<file path="src/hdl/gpm_pkg.sv">
`default_nettype none

package gpm_pkg;

  // Item kinds on the input channel.
  typedef enum logic [1:0] {
    KIND_TOKEN = 2'd0,
    KIND_CLASS = 2'd1,
    KIND_TEXT  = 2'd2,
    KIND_END   = 2'd3
  } kind_e;

  // Pattern token operations.
  typedef enum logic [1:0] {
    TOK_LIT   = 2'd0,
    TOK_STAR  = 2'd1,
    TOK_ANY   = 2'd2,
    TOK_CLASS = 2'd3
  } tok_e;

  localparam int unsigned ClassWords    = 4;
  localparam int unsigned ClassWordBits = 64;

  // Write control for one token cell.
  typedef struct packed {
    logic        tok_we;
    logic        cls_we;
    tok_e        op;
    logic [7:0]  lit;
    logic [1:0]  word_idx;
    logic [63:0] bits;
  } cell_wr_t;

  // Per-cell status toward the live-set update.
  typedef struct packed {
    logic is_star;
    logic accepts;
  } cell_st_t;

endpackage

`default_nettype wire

</file>
<file path="src/hdl/gpm_cell.sv">
`default_nettype none

module gpm_cell (
  input  wire logic              clk_i,
  input  wire gpm_pkg::cell_wr_t wr_i,
  input  wire logic [7:0]        byte_i,
  output gpm_pkg::cell_st_t      st_o
);

  gpm_pkg::tok_e type_q;
  logic [7:0]    lit_q;
  logic [gpm_pkg::ClassWordBits-1:0] cls_q [gpm_pkg::ClassWords];

  // Token storage; a new class token starts from an empty set.
  always_ff @(posedge clk_i) begin
    if (wr_i.tok_we) begin
      type_q <= wr_i.op;
      lit_q  <= wr_i.lit;
    end
  end

  for (genvar w = 0; w < gpm_pkg::ClassWords; w++) begin : g_word
    always_ff @(posedge clk_i) begin
      if (wr_i.tok_we && (wr_i.op == gpm_pkg::TOK_CLASS)) begin
        cls_q[w] <= '0;
      end else if (wr_i.cls_we && (wr_i.word_idx == 2'(w))) begin
        cls_q[w] <= wr_i.bits;
      end
    end
  end

  // Byte acceptance for this position.
  always_comb begin
    st_o.is_star = (type_q == gpm_pkg::TOK_STAR);
    case (type_q)
      gpm_pkg::TOK_LIT:   st_o.accepts = (lit_q == byte_i);
      gpm_pkg::TOK_ANY:   st_o.accepts = 1'b1;
      gpm_pkg::TOK_CLASS: st_o.accepts = cls_q[byte_i[7:6]][byte_i[5:0]];
      default:            st_o.accepts = 1'b0;
    endcase
  end

endmodule

`default_nettype wire

</file>
<file path="config.mk">
export PLATFORM = sky130hd
export DESIGN_NAME = gpm_cell
export DESIGN_NICKNAME = d
export VERILOG_FILES = /design/src/hdl/gpm_pkg.sv /design/src/hdl/gpm_cell.sv
export SDC_FILE = /design/constraint.sdc
export NUM_CORES = 1
export LEC_CHECK = 0
export ABC_CLOCK_PERIOD_IN_PS = 6100
export BUFFER_PORTS_ARGS = -buffer_cell sky130_fd_sc_hd__buf_4
export CAP_MARGIN = 20
export CORE_MARGIN = 1.5
export CORE_UTILIZATION = 49
export CTS_BUF_LIST = sky130_fd_sc_hd__clkbuf_16
export DETAILED_ROUTE_END_ITERATION = 8
export PLACE_DENSITY_LB_ADDON = 0.3
export SYNTH_ARGS = -nofsm -noshare
export SYNTH_HDL_FRONTEND = slang
export SYNTH_SLANG_ARGS = --single-unit
</file>
<file path="constraint.sdc">
create_clock -name clk_i -period 6.1 [get_ports clk_i]
set_input_delay 0 -clock clk_i [delete_from_list [all_inputs] [get_ports clk_i]]
set_output_delay 0 -clock clk_i [all_outputs]
set_load 0.05 [all_outputs]
</file>
==> reports/qor.csv <==
metric,value,unit
Die H,160,um
"Reg clk slew, reported paths",0.06,ns
maximum vdd drop,0.187,mV
vias in the first global route,7368,
cell taking the most area after synthesis,edfxtp_1,
Num Clock Sinks,266,
leakage,4.89,nW
Nets,993,
"most common cell after layout, fill and taps aside",edfxtp_1,
Yosys reg bits,266,
pin count of the biggest net entering global routing,65,
CP bufs+invs,3,
Pwr Density,289,nW/um^2
# IOs,89,
Max-Cap Viols,0,
sequential fraction of the synthesis area,0.658,
Total Routing Usage GR,0.218,
Root Buffer,clkbuf_16,
initial antenna violation count,0,
CP cell instances,buf_4 -> buf_4 -> mux4_2 -> mux2i_1 -> nor2_1 -> nor3_1 -> nor4b_1 -> o31a_1 -> a21oi_2 -> buf_4,
Die X,160,um
kind of critical path,primary input to primary output,
RSZ-0062 raised after global routing,false,
wire per inst,21.8,um
Via density,5.51,
Max-slew headroom,0.298,
"delay-heaviest family, CP",buffers and inverters,
Ys Warns,0,
syn nets,837,
initial drt markers,534,
Area growth syn-to-layout,21.1,%
Synth top area share,0.658,
Hold Crit Start,wr_i[73],
final hold viol count,0,
CP Launch Type,primary input,
Setup TNS,0,ns
Crit path largest cell delay,0.55,ns
Main synth FF type,edfxtp_1,
Rows,57,
layout cells sized above 1,0.198,
Clock Path Buffers,3,
port buffer count,88,
overall power,0.00425,W
via count,6892,
die area,25700,um^2
Post-DP HPWL,14.9,mm
cell area after synthesis,12100,um^2
Synth area leaders,"edfxtp_1, and2_1, mux4_2",
most frequent CP cell,buf_4,
CTS Buf Count,28,
Worst Path Max Fanout,44,
Worst EP required,6.10,ns
distinct cell type count after synthesis,41,
slew at the pin closest to its max-slew limit,1.05,ns
Final Non-Filler Cells,1251,
Syn Inst Count,750,
endpoint type of the worst setup path,primary output,
most frequent cells in the layout,"edfxtp_1, and2_1, buf_4, dlygate4sd3_1, mux4_2",
Initial Util,0.500,
fin crit period,3.05,ns
Placed Area,13100,um^2
fmax,328,MHz
mean cell area of the mapped netlist,16.2,um^2
# diodes,0,
"EDFF count, synth",266,
Inst Count DP,1125,
period utilization,0.500,
Finish-stage setup viols,0,
final slew viol count,0,
worst hold path class,primary input to register,
final weighted congestion in routability-driven placement,0.745,
core area,24300,um^2
DRT Pass-1 Iters,4,
worst setup path start,byte_i[7],
# fillers,1828,
status,completed,
"Design Area, Final",14700,um^2
GRT overflow,0,
Post CTS Setup Buffer Count,0,
residual DRC count,0,
CP max stage cell,mux4_2,
"antenna viol nets, final",0,
overall routed net length,27.2,mm
asr flop ratio synth,0,
CTS tree,done,
Worst Path Arrival,3.05,ns
H-tree depth,1,
global-route wire length before repair,42.5,mm
-- metal layers --
layer  global-route usage  routed length [um]  share of wire  vias up
met5                    0                   0              0        -
met4               0.0612                 648          0.024        0
met3               0.0328                1620          0.060       43
met2                0.366               13600           0.50      234
met1                0.300               11400           0.42     3478
li1                     -                   -              -     3137
-- cell families (layout without fill, tap and decap cells) --
group                     Yosys count  count (layout)  share of synthesized area
buffers and inverters              48             225                     0.0235
DFF                               266             266                      0.658
AOI/OAI and AO/OA                  43              43                     0.0255
muxes                              74              74                      0.133
and+or+nand+nor                   311             311                      0.155
xor gates and xnor gates            8               8                    0.00577
-- registers in the layout, indices dropped and copies added, names as in the netlist --
| name | cells |
|---|---|
| cls_q | 256 |
| lit_q | 8 |
| type_q | 2 |
-- where the power goes --
| part | switching (W) | internal, W |
|---|---|---|
| clock | 0.000674 | 0.000977 |
| sequential | 0.0000335 | 0.00216 |
| combinational | 0.000209 | 0.000193 |
-- synthesized netlist by cell type (2+ instances only) --
cell type	instances
mux2_2	3
and3_1	2
mux4_2	38
a2111oi_0	3
nor2b_1	10
nor3_1	10
o21ai_0	6
buf_4	4
buf_12	2
nand2b_1	7
mux2i_1	9
a22oi_1	10
and2_1	257
edfxtp_1	266
nand2_1	11
xnor2_1	7
a31oi_1	5
nand3_1	3
a211oi_1	5
a21oi_1	4
clkbuf_1	27
mux4_1	24
buf_6	5
nor2_1	8
buf_2	7
a311oi_1	2
-- what timing repair did --
item | in CTS | in global routing
hold buffers | 75 | 0
gates resized for setup | 0 | 0
endpoints found under the hold margin | 276 | 0
-- final cells by class --
type | instances | area, um^2 | share of cell area
clock buffer | 29 | 726 | 0.0493
clock inverter | 22 | 168 | 0.0114
inverter | 1 | 3.75 | 0.000255
multi-input combinational | 436 | 3930 | 0.267
sequential | 266 | 7990 | 0.543
tap | 324 | 405 | 0.0276
timing repair buffer | 173 | 1490 | 0.101
-- worst paths after layout --
path                  slack, ns  depth (start not counted)  endpoint
worst max-delay path       3.05                         10   st_o[0]
worst min-delay path       0.19                          2  lit_q[7]
-- per-stage QoR --
| step | setup slack [ns] | hold WS (ns) | utilization |
|---|---|---|---|
| 3_3_place_gp | 3.06 | 0.180 | 0.537 |
| 3_5_place_dp | 3.07 | 0.182 | 0.537 |
| 6_report | 3.05 | 0.187 | 0.605 |
| 2_1_floorplan | 0.842 | 0.0989 | - |
| 4_1_cts | 3.04 | 0.177 | 0.605 |
| 5_1_grt | 2.91 | 0.173 | 0.605 |
No activity file was read; power rests on OpenSTA's default activity.
