===== config.mk =====
export PLATFORM = sky130hd
export DESIGN_NAME = gpm_close
export DESIGN_NICKNAME = d
export VERILOG_FILES = /design/src/hdl/gpm_close.sv
export SDC_FILE = /design/constraint.sdc
export NUM_CORES = 1
export LEC_CHECK = 0
export ABC_AREA = 0
export BUFFER_PORTS_ARGS = -buffer_cell sky130_fd_sc_hd__buf_2
export CAP_MARGIN = 20
export CORE_UTILIZATION = 28
export DETAILED_ROUTE_END_ITERATION = 10
export PLACE_DENSITY = 0.8
export SETUP_SLACK_MARGIN = 0.1
export SLEW_MARGIN = 0
export SYNTH_ARGS = -nofsm -noshare
export SYNTH_HDL_FRONTEND = slang
export SYNTH_SLANG_ARGS = --single-unit

===== constraint.sdc =====
create_clock -name vclk -period 5.05
set_input_delay 1.01 -clock vclk [all_inputs]
set_output_delay 1.01 -clock vclk [all_outputs]
set_load 0.03 [all_outputs]

===== src/hdl/gpm_close.sv =====
`default_nettype none

// Closes a set of positions over star tokens with a parallel prefix network:
// out[j] = raw[j] | (out[j-1] & prop[j]).
module gpm_close #(
  parameter int unsigned NumPos = 33
) (
  input  wire logic [NumPos-1:0] raw_i,
  input  wire logic [NumPos-1:0] prop_i,
  output logic      [NumPos-1:0] closed_o
);

  localparam int unsigned Levels = (NumPos > 1) ? $clog2(NumPos) : 1;

  logic [NumPos-1:0] g [Levels+1];
  logic [NumPos-1:0] p [Levels+1];

  assign g[0] = raw_i;
  assign p[0] = prop_i;

  for (genvar l = 0; l < Levels; l++) begin : g_lvl
    for (genvar j = 0; j < NumPos; j++) begin : g_pos
      if (j >= (1 << l)) begin : g_comb
        assign g[l+1][j] = g[l][j] | (p[l][j] & g[l][j-(1<<l)]);
        assign p[l+1][j] = p[l][j] & p[l][j-(1<<l)];
      end else begin : g_pass
        assign g[l+1][j] = g[l][j];
        assign p[l+1][j] = p[l][j];
      end
    end
  end

  assign closed_o = g[Levels];

endmodule

`default_nettype wire


==> results of run 1 <==
-- final timing paths --
path | slack (ns) | cells past startpoint | start | to
max | 1.09 | 10 | prop_i[1] | closed_o[26]
min | 2.29 | 2 | raw_i[0] | closed_o[0]
-- routing by layer --
layer | GRT usage, % | vias to the layer above
met5 | 0 | -
met4 | 0 | 0
met3 | 0.7843 | 0
met2 | 37.50 | 63
met1 | 18.62 | 451
li1 | - | 526
-- cell families (layout without fill, tap and decap cells) --
| kind of cell | count (synthesis) | after routing |
|---|---|---|
| AOI/OAI and AO/OA | 55 | 55 |
| and+or+nand+nor | 24 | 24 |
| buffers and inverters | 4 | 101 |
-- metrics by stage --
stage          setup WS, ns  utilization (%)  cell area (um^2)
3_3_place_gp          1.116            60.56              1080
6_report              1.089            60.56              1080
3_5_place_dp          1.090            60.56              1080
5_1_grt              0.9897            60.56              1080
4_1_cts               1.084            60.56              1080
2_1_floorplan        0.2553                -             565.5
-- power groups by stage --
stage	clock, mW	sequential (mW)	combinational [mW]
floorplan	0	0	0.0774
global placement	0	0	0.129
detailed placement	0	0	0.131
CTS	0	0	0.132
global route	0	0	0.142
finish	0	0	0.131
-- layout make-up --
type,count,area share [%]
well taps,25,2.897
inverters,3,1.043
repair buffers,98,45.42
multi-input cells,79,50.64
-- cells in the final DEF (no fill, tap or decap), types with 2 or more instances in the layout --
cell type and instances:
a21oi_1 9, nand3_1 4, nor2_1 7, buf_2 98, a21o_1 28, inv_1 3, a211oi_1 2, nand2_1 7
nand4_1 3, a21boi_1 2
==> results.toml, run 1 <==
[synthesis]
yosysTopAreaCell = "a21o_1"
yosysSeqAreaShare_pct = 0
synth_fa_ha_area_share_pct = 0
synth.top_cells.by_count = "28 x a21o_1, 9 x a21oi_1, 7 x nand2_1, 7 x nor2_1, 4 x nand3_1"
synth_compound_area_share_pct = 76.87
synthCells = 83
synth_simple_gate_area_share_pct = 19.73
synth-xor-area-share_pct = 0
yosys-top-cells-area = "a21o_1 38%, a21oi_1 8.2%, a41oi_4 5.0%"
synth_most_common_cell = "a21o_1"
synth_nets = 149
ys_warn_count = 0
avgSynthCellArea_um2 = 6.648
synth_top_family_by_area = "compound AO/OA/AOI/OAI gates"
synth_top_area_share_pct = 38.10
ys_types = 27
synthMuxAreaShare_pct = 0
syn_area_um2 = 551.8

[die]
die_y_um = 46.39
die_w_um = 46.39
core_um2 = 1783
floorplan.initialDensity_pct = 30.95
io_pins = 99
dieArea_um2 = 2152
num_rows = 15

[cells_and_area]
area_growth_pct = 95.69
diodes = 0
multi_input_comb_area_um2 = 546.8
clkbuf_count = 0
fin_cells = 205
layout.nets = 248
fill_cells = 164
drive_above_1_share_pct = 58.89
design.seq.count = 0
regArea_um2 = 0

[setup_path]
crit_buf_inv = 2
slowest_stage = "a31o_2"
crit_chain = "buf_2 > a21o_1 > a21o_1 > a31o_2 > a21o_1 > a41oi_4 > o21ai_2 > a21o_1 > a31o_1 > buf_2"
worst-setup-path-type = "input port to primary output"
cp_top_family = "compound AO/OA/AOI/OAI gates"
crit_top_cell = "a21o_1"
startpoint_type = "input port"
critPathCaptureType = "primary output"
worstPathArrival_ns = 2.95
required_ns = 4.04
max_stage_delay_ns = 0.27
crit_path_max_fanout = 4

[power_and_ir_drop]
clockPowerShare_pct = 0
switching_share_pct = 61.28
fin_total_pwr_uw = 131.0
sequentialPowerShare_pct = 0
p_leak_nw = 0.6352
vdd_drop_max_mv = 0.06923
p_switching_uw = 80.30
comb_power_share_pct = 100.0
p_per_area_nw_per_um2 = 121.4
cell_internal_pwr_uw = 50.73

[place]
port_buffers = 98
dp.final_hpwl_um = 1930
place_inst = 205
place_congestion = 0.7270

[detailed_routing]
wl_met2_um = 1098
drt-met1-wl_um = 796
vias_per_cell = 5.073
wl_per_cell_um = 10.22
wl_um = 2096
ant_nets = 0
vias = 1040
dr_wl_met3_um = 201
drt_pre_antenna_iters = 3
dr.max_layer_used = "met3"
drt-initial-drc-count = 8
remaining_drc_errors = 0

[clock_network]
holdBufCountCts = 0
post_cts_buffers = 0
cts_resized = 0

[timing]
hold_violations = 0
fin_crit_sh_pct = 78.43
fmax_ghz = 0.2525
finalSetupViolCount = 0
setup_tns_ns = 0
timing.hold.ws_ns = 2.295
min_period_ns = 3.961
tightest_slew_ns = 0.3781
rsz0062_at_grt = "no"
report.final.slew_viol_count = 0
slew_headroom_pct = 74.64

[flow_run]
maxCapViolations = 0

[status]
status = "finished clean"

[global_route]
grt_pass1_vias = 827
grt_max_degree = 6
antenna_found_initial = 0
overflow = 0
grt_first_pass_wirelength_um = 2911
track_usage_pct = 17.37

[hold_path]
min_path_type = "input port to primary output"
Note: power is estimated with default switching activity, not from simulation.
==> run 2, diff against run 1 <==
- CORE_UTILIZATION: 28 -> 25
- PLACE_DENSITY: 0.8 -> 0.76
- clock period: 5.05 -> 3.5 ns (I/O delays scaled with it)
==> run 2 against run 1 <==
Effect of this change: sequential cell count unchanged; final cell count grew 0.98%; combinational power grew 62%; global-route usage fell by 0.54 points; hold slack got worse by 0.62 ns; sequential share of layout area unchanged; routed wire length is 1.7% higher; total power grew 62%; non-clock buffer count unchanged; clock-buffer cell count unchanged; setup slack worse by 0.92 ns; final area increased by 14%.
==> results.toml, run 2 (same netlist as run 1, synthesis figures left out) <==
[die]
die_w_um = 48.98
floorplan.initialDensity_pct = 27.29
io_pins = 99
core_um2 = 2022
dieArea_um2 = 2399
num_rows = 16
die_y_um = 48.98

[setup_path]
crit_buf_inv = 2
critPathCaptureType = "primary output"
slowest_stage = "a211o_1"
crit_path_max_fanout = 4
max_stage_delay_ns = 0.31
required_ns = 2.80
crit_chain = "buf_2 > a21o_1 > a21o_1 > a211o_1 > a21o_4 > a21oi_2 > o31ai_4 > a21o_2 > a21o_4 > buf_2"
worst-setup-path-type = "input port to primary output"
cp_top_family = "compound AO/OA/AOI/OAI gates"
crit_start = "prop_i[8]"
worstPathArrival_ns = 2.64
startpoint_type = "input port"

[power_and_ir_drop]
vdd_drop_max_mv = 0.1034
p_switching_uw = 125.0
cell_internal_pwr_uw = 87.10
clockPowerShare_pct = 0
p_per_area_nw_per_um2 = 171.9
comb_power_share_pct = 100.0
sequentialPowerShare_pct = 0
switching_share_pct = 58.94
p_leak_nw = 0.6461

[place]
port_buffers = 98
dp.final_hpwl_um = 2017
place_ws_ns = 0.1598
place_inst = 207
place_congestion = 0.7015
placed_area_um2 = 1234

[hold_path]
worstHoldStart = "raw_i[0]"
hold_end = "closed_o[0]"
min_path_type = "input port to primary output"
hold_path_depth = 2

[timing]
rsz0062_at_grt = "no"
finalSetupViolCount = 0
tightest_slew_ns = 0.3819
slew_headroom_pct = 74.39
fmax_ghz = 0.2998
report.final.slew_viol_count = 0
worst_slack_ns = 0.1648
setup_tns_ns = 0
min_period_ns = 3.335
hold_violations = 0
fin_crit_sh_pct = 95.29

[detailed_routing]
ant_nets = 0
drt-initial-drc-count = 16
wl_per_cell_um = 10.29
drt_pre_antenna_iters = 4
remaining_drc_errors = 0
wl_um = 2131
vias_per_cell = 5.072
vias = 1050

[cells_and_area]
drive_above_1_share_pct = 69.44
fill_cells = 196
final_common_cell = "buf_2"
regArea_um2 = 0
clkbuf_count = 0
layout_common_cells = "98 x buf_2, 14 x a21o_4, 13 x a21o_1"
fin_cells = 207
design_area_um2 = 1234
area_growth_pct = 123.6
layout.nets = 248
diodes = 0
final_util_pct = 61.01
design.seq.count = 0

[global_route]
antenna_found_initial = 0
grt_pass1_vias = 917
grt_max_degree = 6
overflow = 0
grt_first_pass_wirelength_um = 3491
track_usage_pct = 16.83

[status]
status = "finished clean"

[clock_network]
cts_resized = 0
post_cts_buffers = 0
holdBufCountCts = 0

[flow_run]
maxCapViolations = 0
run 2: power groups by stage:
stage	clock network [mW]	registers, mW	logic [mW]
4_1_cts	0	0	0.214
3_5_place_dp	0	0	0.213
5_1_grt	0	0	0.227
3_3_place_gp	0	0	0.210
2_1_floorplan	0	0	0.132
6_report	0	0	0.212
run 2: how the worst max path moves through the flow:
stage	to	slack, ns	depth (start not counted)
3_5_place_dp	closed_o[26]	0.16	10
6_report	closed_o[17]	0.16	10
2_1_floorplan	closed_o[14]	0.08	8
3_3_place_gp	closed_o[26]	0.18	10
4_1_cts	closed_o[26]	0.16	10
5_1_grt	closed_o[17]	0.10	10
run 2: metrics by stage:
stage | hold WS (ns) | power (mW)
2_1_floorplan | 1.511 | 0.1322
3_3_place_gp | 1.674 | 0.2095
3_5_place_dp | 1.675 | 0.2131
4_1_cts | 1.676 | 0.2137
5_1_grt | 1.685 | 0.2269
6_report | 1.675 | 0.2121
run 2: layer usage:
metal,up-vias,routed length (um),GRT usage [%]
li1,523,-,-
met1,453,814,19.07
met2,74,1081,34.95
met3,0,235,1.558
met4,0,0,0
met5,-,0,0
run 2: area by class of cell:
cell class	count	area (um^2)	share of cell area, %
Tap cell	27	33.78	2.738
Multi-Input combinational cell	79	698.2	56.59
Inverter	3	11.26	0.9128
Timing Repair Buffer	98	490.5	39.76
